**config.mk**
```make
export PLATFORM = sky130hd
export DESIGN_NAME = dual_exponential_synapse_core
export DESIGN_NICKNAME = d
export VERILOG_FILES = /design/src/des_pkg.sv /design/src/des_fifo.sv /design/src/des_front.sv /design/src/des_back.sv /design/src/dual_exponential_synapse_core.sv
export VERILOG_INCLUDE_DIRS = /design/src /design/src/src
export SDC_FILE = /design/constraint.sdc
export NUM_CORES = 2
export LEC_CHECK = 0
export ABC_AREA = 1
export ABC_CLOCK_PERIOD_IN_PS = 7100
export BUFFER_PORTS_ARGS = -buffer_cell sky130_fd_sc_hd__buf_2
export CAP_MARGIN = 20
export CELL_PAD_IN_SITES_DETAIL_PLACEMENT = 0
export CELL_PAD_IN_SITES_GLOBAL_PLACEMENT = 1
export CORE_UTILIZATION = 44
export CTS_CLUSTER_SIZE = 20
export DETAILED_ROUTE_END_ITERATION = 8
export GPL_TIMING_DRIVEN = 0
export PLACE_DENSITY = 0.89
export SLEW_MARGIN = 20
export SYNTH_ARGS = -nofsm -noshare
export SYNTH_HDL_FRONTEND = slang
export SYNTH_HIERARCHICAL = 1
export SYNTH_SLANG_ARGS = --single-unit
export TNS_END_PERCENT = 20
```
**constraint.sdc**
```tcl
create_clock -name i_clk -period 7.1 [get_ports i_clk]
set_input_delay 0.71 -clock i_clk [delete_from_list [all_inputs] [get_ports i_clk]]
set_output_delay 0.71 -clock i_clk [all_outputs]
set_load 0.03 [all_outputs]
```
**src/assert_macros.svh**
```systemverilog
// Assertion helpers shared by the synapse RTL.
// Each macro wraps one clocked property that is disabled while the active-low reset is low.
`ifndef ASSERT_MACROS_SVH
`define ASSERT_MACROS_SVH

// Same-cycle implication.
`define DES_ASSERT_IMP(label, clk, rst_n, ante, cons) \
    label: assert property (@(posedge clk) disable iff (!rst_n) (ante) |-> (cons)) \
        else $error("dual exponential synapse assertion failed");

// Next-cycle implication.
`define DES_ASSERT_NXT(label, clk, rst_n, ante, cons) \
    label: assert property (@(posedge clk) disable iff (!rst_n) (ante) |=> (cons)) \
        else $error("dual exponential synapse assertion failed");

`endif

```
**src/des_pkg.sv**
```systemverilog
// ----------------------------------------------------------------------------
// des_pkg
// Shared types and constants of the dual exponential synapse core.
// ----------------------------------------------------------------------------
`default_nettype none

package des_pkg;

    // Fixed widths of the configuration registers.
    localparam int THR_W  = 16;
    localparam int DLY_W  = 16;
    localparam int REV_W  = 16;
    localparam int FAC_W  = 16;
    localparam int INC_W  = 24;
    localparam int DATA_W = 32;
    localparam int ADDR_W = 5;

    // Depth of the queue between front and back.
    localparam int QUEUE_DEPTH = 2;

    // Register indexes (byte address / 4).
    typedef logic [2:0] t_reg_idx;
    localparam t_reg_idx REG_THRESHOLD = 3'd0;
    localparam t_reg_idx REG_DELAY     = 3'd1;
    localparam t_reg_idx REG_REVERSAL  = 3'd2;
    localparam t_reg_idx REG_RISE_DEC  = 3'd3;
    localparam t_reg_idx REG_FALL_DEC  = 3'd4;
    localparam t_reg_idx REG_INCREMENT = 3'd5;

    // Configuration seen by the front and the back.
    typedef struct packed {
        logic signed [THR_W-1:0] threshold;
        logic        [DLY_W-1:0] delay;
        logic signed [REV_W-1:0] reversal;
        logic        [FAC_W-1:0] rise_decay;
        logic        [FAC_W-1:0] fall_decay;
        logic        [INC_W-1:0] increment;
    } t_cfg;

    // Sequencer of the back end: one shared multiplier used three times.
    typedef enum logic [2:0] {
        BK_WAIT,
        BK_RISE,
        BK_FALL,
        BK_COND,
        BK_CUR
    } t_back_state;

endpackage

`default_nettype wire

```
**src/des_fifo.sv**
```systemverilog
// ----------------------------------------------------------------------------
// des_fifo
// Small register queue that decouples the detection front from the back end.
// ----------------------------------------------------------------------------
`default_nettype none

`include "assert_macros.svh"

module des_fifo #(
    parameter int WIDTH = 17,
    parameter int DEPTH = 2
) (
    input  wire logic             i_clk,
    input  wire logic             i_rst_n,
    input  wire logic             i_push,
    input  wire logic [WIDTH-1:0] i_data,
    output logic                  o_full,
    input  wire logic             i_pop,
    output logic [WIDTH-1:0]      o_data,
    output logic                  o_empty
);

    localparam int AW = (DEPTH > 1) ? $clog2(DEPTH) : 1;

    logic [WIDTH-1:0] r_mem [DEPTH];
    logic [AW-1:0]    r_wptr, n_wptr;
    logic [AW-1:0]    r_rptr, n_rptr;
    logic [AW:0]      r_count, n_count;

    assign o_full  = (r_count == (AW+1)'(DEPTH));
    assign o_empty = (r_count == '0);
    assign o_data  = r_mem[r_rptr];

    // Pointer and fill count update.
    always_comb begin
        n_wptr  = r_wptr;
        n_rptr  = r_rptr;
        n_count = r_count;
        if (i_push) begin
            n_wptr = (r_wptr == AW'(DEPTH - 1)) ? '0 : r_wptr + 1'b1;
        end
        if (i_pop) begin
            n_rptr = (r_rptr == AW'(DEPTH - 1)) ? '0 : r_rptr + 1'b1;
        end
        if (i_push && !i_pop) begin
            n_count = r_count + 1'b1;
        end else if (i_pop && !i_push) begin
            n_count = r_count - 1'b1;
        end
    end

    always_ff @(posedge i_clk) begin
        if (!i_rst_n) begin
            r_wptr  <= '0;
            r_rptr  <= '0;
            r_count <= '0;
        end else begin
            r_wptr  <= n_wptr;
            r_rptr  <= n_rptr;
            r_count <= n_count;
        end
    end

    // Entry storage, no reset needed.
    always_ff @(posedge i_clk) begin
        if (i_push) begin
            r_mem[r_wptr] <= i_data;
        end
    end

    `DES_ASSERT_IMP(a_count_bound, i_clk, i_rst_n, 1'b1, r_count <= (AW+1)'(DEPTH))
    `DES_ASSERT_IMP(a_no_pop_empty, i_clk, i_rst_n, i_pop, r_count != '0)

endmodule

`default_nettype wire

```
**src/des_front.sv**
```systemverilog
// ----------------------------------------------------------------------------
// des_front
// Accepts ticks, runs spike detection and the delay countdown, and tags each
// tick with whether the spike increment lands at its end.
// ----------------------------------------------------------------------------
`default_nettype none

module des_front #(
    parameter int VOLT_BITS = 16
) (
    input  wire logic                        i_clk,
    input  wire logic                        i_rst_n,
    input  wire des_pkg::t_cfg               i_cfg,
    input  wire logic                        i_push,
    input  wire logic signed [VOLT_BITS-1:0] i_pre_voltage,
    input  wire logic signed [VOLT_BITS-1:0] i_post_voltage,
    input  wire logic                        i_q_full,
    output logic                             o_q_push,
    output logic [VOLT_BITS:0]               o_q_data
);

    import des_pkg::*;

    localparam int CMPW = (VOLT_BITS > THR_W) ? VOLT_BITS : THR_W;

    logic               r_ready, n_ready;
    logic               r_pending, n_pending;
    logic [DLY_W-1:0]   r_count, n_count;
    logic               w_accept;
    logic               w_fire;
    logic signed [CMPW-1:0] w_pre;
    logic signed [CMPW-1:0] w_thr;

    assign w_accept = i_push && !i_q_full;
    assign w_pre    = CMPW'(i_pre_voltage);
    assign w_thr    = CMPW'(i_cfg.threshold);

    // Detection first, then the countdown is served for the same tick.
    always_comb begin
        n_ready   = r_ready;
        n_pending = r_pending;
        n_count   = r_count;
        w_fire    = 1'b0;
        if (w_accept) begin
            if (r_ready) begin
                if (w_pre > w_thr) begin
                    n_ready   = 1'b0;
                    n_pending = 1'b1;
                    n_count   = i_cfg.delay;
                end
            end else if (w_pre < w_thr) begin
                n_ready = 1'b1;
            end
            if (n_pending) begin
                if (n_count == '0) begin
                    w_fire    = 1'b1;
                    n_pending = 1'b0;
                end else begin
                    n_count = n_count - 1'b1;
                end
            end
        end
    end

    always_ff @(posedge i_clk) begin
        if (!i_rst_n) begin
            r_ready   <= 1'b1;
            r_pending <= 1'b0;
            r_count   <= '0;
        end else begin
            r_ready   <= n_ready;
            r_pending <= n_pending;
            r_count   <= n_count;
        end
    end

    // Tagged tick into the queue.
    assign o_q_push = w_accept;
    assign o_q_data = {i_post_voltage, w_fire};

endmodule

`default_nettype wire

```
**src/des_back.sv**
```systemverilog
// ----------------------------------------------------------------------------
// des_back
// Decays both levels and forms the current with one shared multiplier,
// subtracts the levels for conductance, applies the spike increment and holds the result beat.
// ----------------------------------------------------------------------------
`default_nettype none

`include "assert_macros.svh"

module des_back #(
    parameter int VOLT_BITS       = 16,
    parameter int LEVEL_BITS      = 24,
    parameter int DECAY_FRAC_BITS = 16
) (
    input  wire logic                                i_clk,
    input  wire logic                                i_rst_n,
    input  wire des_pkg::t_cfg                       i_cfg,
    input  wire logic                                i_q_empty,
    input  wire logic [VOLT_BITS:0]                  i_q_data,
    output logic                                     o_q_pop,
    input  wire logic                                i_pop,
    output logic                                     o_empty,
    output logic signed [LEVEL_BITS+VOLT_BITS:0]     o_post_current,
    output logic signed [LEVEL_BITS:0]               o_conductance
);

    import des_pkg::*;

    localparam int DW    = ((VOLT_BITS > REV_W) ? VOLT_BITS : REV_W) + 1;
    localparam int CW    = LEVEL_BITS + 1;
    localparam int CUR_W = LEVEL_BITS + VOLT_BITS + 1;
    localparam int MW    = (CW > DW) ? CW : DW;
    localparam int PW    = 2 * MW;
    localparam int XW    = PW + DECAY_FRAC_BITS;
    localparam int SW    = ((LEVEL_BITS > INC_W) ? LEVEL_BITS : INC_W) + 1;

    t_back_state r_state, n_state;

    logic [LEVEL_BITS-1:0]       r_rise_level, n_rise_level;
    logic [LEVEL_BITS-1:0]       r_fall_level, n_fall_level;
    logic                        r_out_valid, n_out_valid;
    logic signed [VOLT_BITS-1:0] r_post;
    logic                        r_fire;
    logic signed [CW-1:0]        r_cond;
    logic signed [DW-1:0]        r_diff;
    logic signed [CUR_W-1:0]     r_cur_out;
    logic signed [CW-1:0]        r_cond_out;

    logic                        w_out_ok;
    logic                        w_out_load;
    logic signed [MW-1:0]        w_mul_a;
    logic signed [MW-1:0]        w_mul_b;
    logic signed [PW-1:0]        w_prod;
    logic signed [XW-1:0]        w_prod_x;
    logic [LEVEL_BITS-1:0]       w_decayed;
    logic [SW-1:0]               w_rise_sum;
    logic [SW-1:0]               w_fall_sum;
    logic [LEVEL_BITS-1:0]       w_rise_sat;
    logic [LEVEL_BITS-1:0]       w_fall_sat;

    // The result slot frees up when empty or when its beat is taken now.
    assign w_out_ok = !r_out_valid || i_pop;

    // Sequencer next state.
    always_comb begin
        n_state = r_state;
        unique case (r_state)
            BK_WAIT: begin
                if (!i_q_empty) n_state = BK_RISE;
            end
            BK_RISE: n_state = BK_FALL;
            BK_FALL: n_state = BK_COND;
            BK_COND: n_state = BK_CUR;
            BK_CUR: begin
                if (w_out_ok) n_state = i_q_empty ? BK_WAIT : BK_RISE;
            end
            default: n_state = BK_WAIT;
        endcase
    end

    // Sequencer outputs.
    always_comb begin
        o_q_pop    = 1'b0;
        w_out_load = 1'b0;
        unique case (r_state)
            BK_WAIT: o_q_pop = !i_q_empty;
            BK_CUR: begin
                w_out_load = w_out_ok;
                o_q_pop    = w_out_ok && !i_q_empty;
            end
            default: begin
                o_q_pop    = 1'b0;
                w_out_load = 1'b0;
            end
        endcase
    end

    // Operand selection for the shared multiplier.
    always_comb begin
        w_mul_a = '0;
        w_mul_b = '0;
        case (r_state)
            BK_RISE: begin
                w_mul_a = signed'(MW'(r_rise_level));
                w_mul_b = signed'(MW'(i_cfg.rise_decay));
            end
            BK_FALL: begin
                w_mul_a = signed'(MW'(r_fall_level));
                w_mul_b = signed'(MW'(i_cfg.fall_decay));
            end
            BK_CUR: begin
                w_mul_a = MW'(r_cond);
                w_mul_b = MW'(r_diff);
            end
            default: begin
                w_mul_a = '0;
                w_mul_b = '0;
            end
        endcase
    end

    assign w_prod    = PW'(w_mul_a) * PW'(w_mul_b);
    assign w_prod_x  = XW'(w_prod);
    assign w_decayed = w_prod_x[DECAY_FRAC_BITS +: LEVEL_BITS];

    // Saturating spike increment on the decayed levels.
    assign w_rise_sum = SW'(r_rise_level) + SW'(i_cfg.increment);
    assign w_fall_sum = SW'(r_fall_level) + SW'(i_cfg.increment);
    assign w_rise_sat = (w_rise_sum[SW-1:LEVEL_BITS] != '0) ? '1
                                                            : w_rise_sum[LEVEL_BITS-1:0];
    assign w_fall_sat = (w_fall_sum[SW-1:LEVEL_BITS] != '0) ? '1
                                                            : w_fall_sum[LEVEL_BITS-1:0];

    // Level and result-slot update.
    always_comb begin
        n_rise_level = r_rise_level;
        n_fall_level = r_fall_level;
        n_out_valid  = r_out_valid;
        if (i_pop) begin
            n_out_valid = 1'b0;
        end
        if (r_state == BK_RISE) begin
            n_rise_level = w_decayed;
        end
        if (r_state == BK_FALL) begin
            n_fall_level = w_decayed;
        end
        if (w_out_load) begin
            n_out_valid = 1'b1;
            if (r_fire) begin
                n_rise_level = w_rise_sat;
                n_fall_level = w_fall_sat;
            end
        end
    end

    always_ff @(posedge i_clk) begin
        if (!i_rst_n) begin
            r_state      <= BK_WAIT;
            r_rise_level <= '0;
            r_fall_level <= '0;
            r_out_valid  <= 1'b0;
        end else begin
            r_state      <= n_state;
            r_rise_level <= n_rise_level;
            r_fall_level <= n_fall_level;
            r_out_valid  <= n_out_valid;
        end
    end

    // Working and result payload registers.
    always_ff @(posedge i_clk) begin
        if (o_q_pop) begin
            r_post <= signed'(i_q_data[VOLT_BITS:1]);
            r_fire <= i_q_data[0];
        end
        if (r_state == BK_COND) begin
            r_cond <= signed'(CW'(r_fall_level) - CW'(r_rise_level));
            r_diff <= DW'(r_post) - DW'(i_cfg.reversal);
        end
        if (w_out_load) begin
            r_cur_out  <= w_prod[CUR_W-1:0];
            r_cond_out <= r_cond;
        end
    end

    assign o_empty        = !r_out_valid;
    assign o_post_current = r_cur_out;
    assign o_conductance  = r_cond_out;

    `DES_ASSERT_NXT(a_load_sets_valid, i_clk, i_rst_n, w_out_load, r_out_valid)
    `DES_ASSERT_NXT(a_result_held, i_clk, i_rst_n, r_out_valid && !i_pop, r_out_valid)
    `DES_ASSERT_IMP(a_pop_between_ticks, i_clk, i_rst_n, o_q_pop,
                    (r_state == BK_WAIT) || (r_state == BK_CUR))

endmodule

`default_nettype wire

```
**src/dual_exponential_synapse_core.sv**
```systemverilog
// ----------------------------------------------------------------------------
// dual_exponential_synapse_core
// Dual exponential synapse conductance and current, one tick per input beat.
// ----------------------------------------------------------------------------
// Usage:
//   Input channel: drive i_pre_voltage and i_post_voltage with push; a beat
//   is taken at a clock edge with push high and full low. Result channel:
//   while empty is low, o_post_current and o_conductance hold the oldest
//   result; it is taken at an edge with pop high. Every tick gives exactly
//   one result beat, in order.
//   A taken beat passes through the queue and the back-end states RISE,
//   FALL, COND and CUR before its result reaches the result ports. The
//   back end takes one tick at a time; a single shared multiplier serves
//   both level decays and the current product; COND takes the level difference.
//   A two-entry queue lets detection run ahead of the arithmetic.
//   If the receiver stalls, the result stays on the ports, the back end
//   waits, the queue fills and full rises until pop frees the slot.
//   Reset (synchronous, active low) restores the control and configuration
//   registers, arms detection and clears both levels and the queue.
//   Configuration goes through the APB port at byte address 4*index; write it
//   only while no tick is in flight, as the block does not enforce this.
// ----------------------------------------------------------------------------
`default_nettype none

module dual_exponential_synapse_core #(
    parameter int VOLT_BITS       = 16,
    parameter int LEVEL_BITS      = 24,
    parameter int DECAY_FRAC_BITS = 16
) (
    input  wire logic                                   i_clk,
    input  wire logic                                   i_rst_n,
    // Configuration port.
    input  wire logic                                   psel,
    input  wire logic                                   penable,
    input  wire logic                                   pwrite,
    input  wire logic [des_pkg::ADDR_W-1:0]             paddr,
    input  wire logic [des_pkg::DATA_W-1:0]             pwdata,
    output logic [des_pkg::DATA_W-1:0]                  prdata,
    output logic                                        pready,
    // Tick input.
    input  wire logic                                   push,
    output logic                                        full,
    input  wire logic signed [VOLT_BITS-1:0]            i_pre_voltage,
    input  wire logic signed [VOLT_BITS-1:0]            i_post_voltage,
    // Result output.
    output logic                                        empty,
    input  wire logic                                   pop,
    output logic signed [LEVEL_BITS+VOLT_BITS:0]        o_post_current,
    output logic signed [LEVEL_BITS:0]                  o_conductance
);

    import des_pkg::*;

    t_cfg              r_cfg, n_cfg;
    t_reg_idx          w_idx;
    logic              w_wr;
    logic              w_q_push;
    logic [VOLT_BITS:0] w_q_wdata;
    logic              w_q_full;
    logic              w_q_pop;
    logic [VOLT_BITS:0] w_q_rdata;
    logic              w_q_empty;

    assign pready = 1'b1;
    assign w_idx  = paddr[ADDR_W-1:2];
    assign w_wr   = psel && penable && pwrite;

    // Register writes.
    always_comb begin
        n_cfg = r_cfg;
        if (w_wr) begin
            unique case (w_idx)
                REG_THRESHOLD: n_cfg.threshold  = signed'(pwdata[THR_W-1:0]);
                REG_DELAY:     n_cfg.delay      = pwdata[DLY_W-1:0];
                REG_REVERSAL:  n_cfg.reversal   = signed'(pwdata[REV_W-1:0]);
                REG_RISE_DEC:  n_cfg.rise_decay = pwdata[FAC_W-1:0];
                REG_FALL_DEC:  n_cfg.fall_decay = pwdata[FAC_W-1:0];
                REG_INCREMENT: n_cfg.increment  = pwdata[INC_W-1:0];
                default:       n_cfg            = r_cfg;
            endcase
        end
    end

    always_ff @(posedge i_clk) begin
        if (!i_rst_n) begin
            r_cfg.threshold  <= '0;
            r_cfg.delay      <= DLY_W'(1);
            r_cfg.reversal   <= '0;
            r_cfg.rise_decay <= '1;
            r_cfg.fall_decay <= '1;
            r_cfg.increment  <= '0;
        end else begin
            r_cfg <= n_cfg;
        end
    end

    // Register reads.
    always_comb begin
        unique case (w_idx)
            REG_THRESHOLD: prdata = DATA_W'(unsigned'(r_cfg.threshold));
            REG_DELAY:     prdata = DATA_W'(r_cfg.delay);
            REG_REVERSAL:  prdata = DATA_W'(unsigned'(r_cfg.reversal));
            REG_RISE_DEC:  prdata = DATA_W'(r_cfg.rise_decay);
            REG_FALL_DEC:  prdata = DATA_W'(r_cfg.fall_decay);
            REG_INCREMENT: prdata = DATA_W'(r_cfg.increment);
            default:       prdata = '0;
        endcase
    end

    des_front #(
        .VOLT_BITS (VOLT_BITS)
    ) u_front (
        .i_clk          (i_clk),
        .i_rst_n        (i_rst_n),
        .i_cfg          (r_cfg),
        .i_push         (push),
        .i_pre_voltage  (i_pre_voltage),
        .i_post_voltage (i_post_voltage),
        .i_q_full       (w_q_full),
        .o_q_push       (w_q_push),
        .o_q_data       (w_q_wdata)
    );

    des_fifo #(
        .WIDTH (VOLT_BITS + 1),
        .DEPTH (QUEUE_DEPTH)
    ) u_fifo (
        .i_clk   (i_clk),
        .i_rst_n (i_rst_n),
        .i_push  (w_q_push),
        .i_data  (w_q_wdata),
        .o_full  (w_q_full),
        .i_pop   (w_q_pop),
        .o_data  (w_q_rdata),
        .o_empty (w_q_empty)
    );

    des_back #(
        .VOLT_BITS       (VOLT_BITS),
        .LEVEL_BITS      (LEVEL_BITS),
        .DECAY_FRAC_BITS (DECAY_FRAC_BITS)
    ) u_back (
        .i_clk          (i_clk),
        .i_rst_n        (i_rst_n),
        .i_cfg          (r_cfg),
        .i_q_empty      (w_q_empty),
        .i_q_data       (w_q_rdata),
        .o_q_pop        (w_q_pop),
        .i_pop          (pop),
        .o_empty        (empty),
        .o_post_current (o_post_current),
        .o_conductance  (o_conductance)
    );

    assign full = w_q_full;

endmodule

`default_nettype wire
```
==> impl_metrics.xml <==
<?xml version="1.0" encoding="UTF-8"?>
<metrics>
  <group name="synth">
    <metric name="netlist_area_pre_place" unit="µm²">40830</metric>
    <metric name="synth-edff-count" unit="">159</metric>
    <metric name="synth-warning-count" unit="">6</metric>
    <metric name="synth.top_cells.by_area" unit="">fa_1, nand2_1, edfxtp_1</metric>
    <metric name="yosysTopAreaCellShare" unit="%">26.13</metric>
    <metric name="ys_types" unit="">55</metric>
    <metric name="top_ff_cell_synth" unit="">dfxtp_1</metric>
    <metric name="sequential_share_of_the_synthesized_area" unit="%">20.47</metric>
    <metric name="syn_avg_cell_area" unit="µm²">7.726</metric>
    <metric name="yosys.area.top_type" unit="">fa_1</metric>
    <metric name="synth.ff_latch_count" unit="">338</metric>
    <metric name="synthesis.instances" unit="">5285</metric>
    <metric name="synth-async-reset-ratio" unit="%">0</metric>
  </group>
  <group name="clocking">
    <metric name="clock_tree_from_tritoncts" unit="">done</metric>
    <metric name="cts_root_buffer" unit="">clkbuf_16</metric>
    <metric name="htree_num_levels" unit="">2</metric>
    <metric name="hold_buffers" unit="">0</metric>
    <metric name="cts-buffers-inserted" unit="">39</metric>
    <metric name="largest_buffer_count_on_any_clock_path" unit="">3</metric>
    <metric name="worst_setup_hold_path_clk_slew" unit="ps">60</metric>
    <metric name="insertion_delay" unit="ps">590</metric>
    <metric name="clock_sinks" unit="">338</metric>
  </group>
  <group name="sta">
    <metric name="period_share" unit="%">103.6</metric>
    <metric name="slew-limit-headroom" unit="%">37.80</metric>
    <metric name="setup_total_negative_slack" unit="ps">-7281</metric>
    <metric name="slew_violations" unit="">0</metric>
    <metric name="setup_viol" unit="">63</metric>
    <metric name="timing.fmax" unit="GHz">0.1359</metric>
    <metric name="final-hold-violation-count" unit="">0</metric>
    <metric name="post-route-min-period" unit="ps">7358</metric>
    <metric name="fin_skew" unit="ps">29.31</metric>
    <metric name="setup_repair_after_global_routing_missed_its_margin" unit="">yes</metric>
    <metric name="smallest_setup_slack_after_layout" unit="ps">-258.0</metric>
    <metric name="tightest_slew" unit="ps">927.9</metric>
  </group>
  <group name="route">
    <metric name="wl_per_cell" unit="µm">21.33</metric>
    <metric name="ant_nets" unit="">0</metric>
    <metric name="first_iter_violations" unit="">3416</metric>
    <metric name="detailedRoute.firstPassIterationCount" unit="">6</metric>
    <metric name="drt-total-wl" unit="µm">148100</metric>
    <metric name="route.detailed.vias_per_inst" unit="">5.307</metric>
    <metric name="drcViolationCount" unit="">0</metric>
    <metric name="route.vias.total" unit="">36860</metric>
  </group>
  <group name="global_route">
    <metric name="grt_antenna_before_repair" unit="">11</metric>
    <metric name="grt_pass1_vias" unit="">36760</metric>
    <metric name="total_routing_usage_reported_by_global_routing" unit="%">31.31</metric>
    <metric name="grt_first_pass_wirelength" unit="µm">219500</metric>
    <metric name="gr-total-overflow" unit="">0</metric>
    <metric name="grt_start_max_net_pins" unit="">35</metric>
  </group>
  <group name="run_status">
    <metric name="failed_checks" unit="">setup timing</metric>
    <metric name="status" unit="">finished, violations left</metric>
  </group>
  <group name="pwr">
    <metric name="pwr_density_cell" unit="nW/µm²">225.4</metric>
    <metric name="finalPower" unit="mW">11.07</metric>
    <metric name="max-vdd-ir-drop" unit="V">0.0002017</metric>
    <metric name="static-leakage-power" unit="nW">25.55</metric>
  </group>
  <group name="final_layout">
    <metric name="mostFrequentLayoutCell" unit="">nand2_1</metric>
    <metric name="finalNetCount" unit="">6521</metric>
    <metric name="layout-area-overhead-vs-synth" unit="%">20.23</metric>
    <metric name="final_cells" unit="">6945</metric>
    <metric name="final_cell_mix" unit="">nand2_1, inv_1, fa_1</metric>
    <metric name="drive_gt1_share" unit="%">19.21</metric>
  </group>
  <group name="critical_path">
    <metric name="cp_max_fo" unit="">7</metric>
    <metric name="path_class" unit="">flip-flop to flip-flop</metric>
    <metric name="endpoint_kind" unit="">flip-flop</metric>
    <metric name="critical-path-max-stage-delay" unit="ps">570</metric>
    <metric name="critical_path.most_common_cell" unit="">fa_1</metric>
    <metric name="worst_setup_path_start_kind" unit="">flip-flop</metric>
    <metric name="worst_path_max_delay_cell" unit="">fa_1</metric>
    <metric name="worstPathArrival" unit="ps">7670</metric>
    <metric name="worst-endpoint-required" unit="ps">7420</metric>
  </group>
  <group name="floorplanning">
    <metric name="start_util" unit="%">44.48</metric>
    <metric name="floorplan.die_area" unit="µm²">94030</metric>
    <metric name="die_height" unit="µm">306.6</metric>
    <metric name="floorplan.die.width" unit="µm">306.6</metric>
    <metric name="row_count" unit="">111</metric>
    <metric name="io-pin-count" unit="">177</metric>
    <metric name="core" unit="µm²">91800</metric>
  </group>
  <group name="place">
    <metric name="globalplace.congestion" unit="">0.9814</metric>
    <metric name="port-buffer-count" unit="">139</metric>
    <metric name="cell_count_after_placement" unit="">6681</metric>
    <metric name="detailed_place_hpwl" unit="µm">118000</metric>
  </group>
  <group name="min_path">
    <metric name="min_path_type" unit="">input port to flip-flop</metric>
  </group>
  <group name="job">
    <metric name="cap_viol_max_count" unit="">0</metric>
  </group>
</metrics>
## critical path: cells and delay by family (launching register included)
kind / cells / cell delay (ps)
AOI/OAI and AO/OA: 4 / 850
adders and majority gates: 8 / 3780
DFF: 1 / 340
and+or+nand+nor: 9 / 990
buffers and inverters: 11 / 1090
## final cells by class
class / count / area, µm²
clock inverter: 20 / 216.5
inverter: 1180 / 4466
antenna: 3 / 7.507
clock buffer: 48 / 1072
sequential: 338 / 8364
fill: 8530 / 42710
buffer: 188 / 1575
tap: 1243 / 1555
multi-input combinational: 3584 / 29050
timing repair buffer: 341 / 2784
## what timing repair did
item | 4_1_cts | 5_1_grt
setup endpoints to repair | 77 | 73
pin swaps | 151 | 134
gates cloned | 7 | 2
resized for setup | 518 | 222
buffers inserted | 152 | 35
## synth_stat cells, types with 47 or more instances
cell	n
a21oi_1	247
buf_2	76
buf_4	47
dfxtp_1	179
edfxtp_1	159
fa_1	533
ha_1	240
inv_1	1156
nand2_1	1310
nand3_1	292
nand4_1	84
nor2_1	398
o21ai_0	108
xor2_1	71
## sequential cells by signal, summed over array words and instances (netlist names), 17 cells and up, named ones only
register               count
r_cfg                    104
u_back/o_conductance      25
u_back/o_post_current     41
u_back/r_cond             25
u_back/r_diff             17
u_back/r_fall_level       24
u_back/r_rise_level       24
u_fifo/r_mem              34
## final timing paths
path,endpoint,slack [ps],startpoint,cells after the start
max reg2reg,u_back/o_post_current[39]$_DFFE_PP_,-260,u_back/r_state[0]$_SDFFE_PN0P_,32
max,u_back/o_post_current[39]$_DFFE_PP_,-260,u_back/r_state[0]$_SDFFE_PN0P_,32
min reg2reg,u_back/o_conductance[13]$_DFFE_PP_,460,u_back/r_cond[13]$_DFFE_PP_,0
min,u_fifo/r_mem[0][13]$_DFFE_PP_,310,i_post_voltage[12],1
## cell families (layout without fill, tap and decap cells)
| group | Yosys count | in the layout | synth area share, % |
|---|---|---|---|
| compound gates | 449 | 449 | 6.226 |
| simple gates | 2240 | 2240 | 23.55 |
| flops | 338 | 338 | 20.47 |
| buf+inv | 1370 | 1777 | 13.63 |
| mux | 17 | 17 | 0.5607 |
| other cells | 2 | 12 | 0.01839 |
| xor+xnor | 96 | 96 | 2.059 |
| fa+ha+maj | 773 | 773 | 33.49 |
## stage by stage
stage,area [µm²],utilization [%],worst slack (ps),hold slack [ps]
floorplan,40860,-,283.8,426.8
global placement,43110,46.96,-1541,441.3
detailed placement,43220,47.08,-1526,449.6
CTS,47950,52.24,-215.1,283.0
global route,49090,53.47,-420.8,292.5
finish,49090,53.48,-258.0,310.7
## layer usage
layer	global-route usage (%)	wire length, µm	vias to the layer above	part of all wire, %
li1	-	-	16870	-
met1	38.81	56510	17870	38
met2	52.34	70200	1689	47
met3	5.320	12760	424	8.6
met4	16.34	8629	8	5.8
met5	0	52	-	0.035
## power breakdown
| group | leakage (nW) | internal, mW | switching (mW) |
|---|---|---|---|
| Combinational | 22.0 | 2.40 | 3.92 |
| Sequential | 2.92 | 2.44 | 0.215 |
| Clock | 0.619 | 1.19 | 0.897 |
No activity file was read; power rests on OpenSTA's default activity.
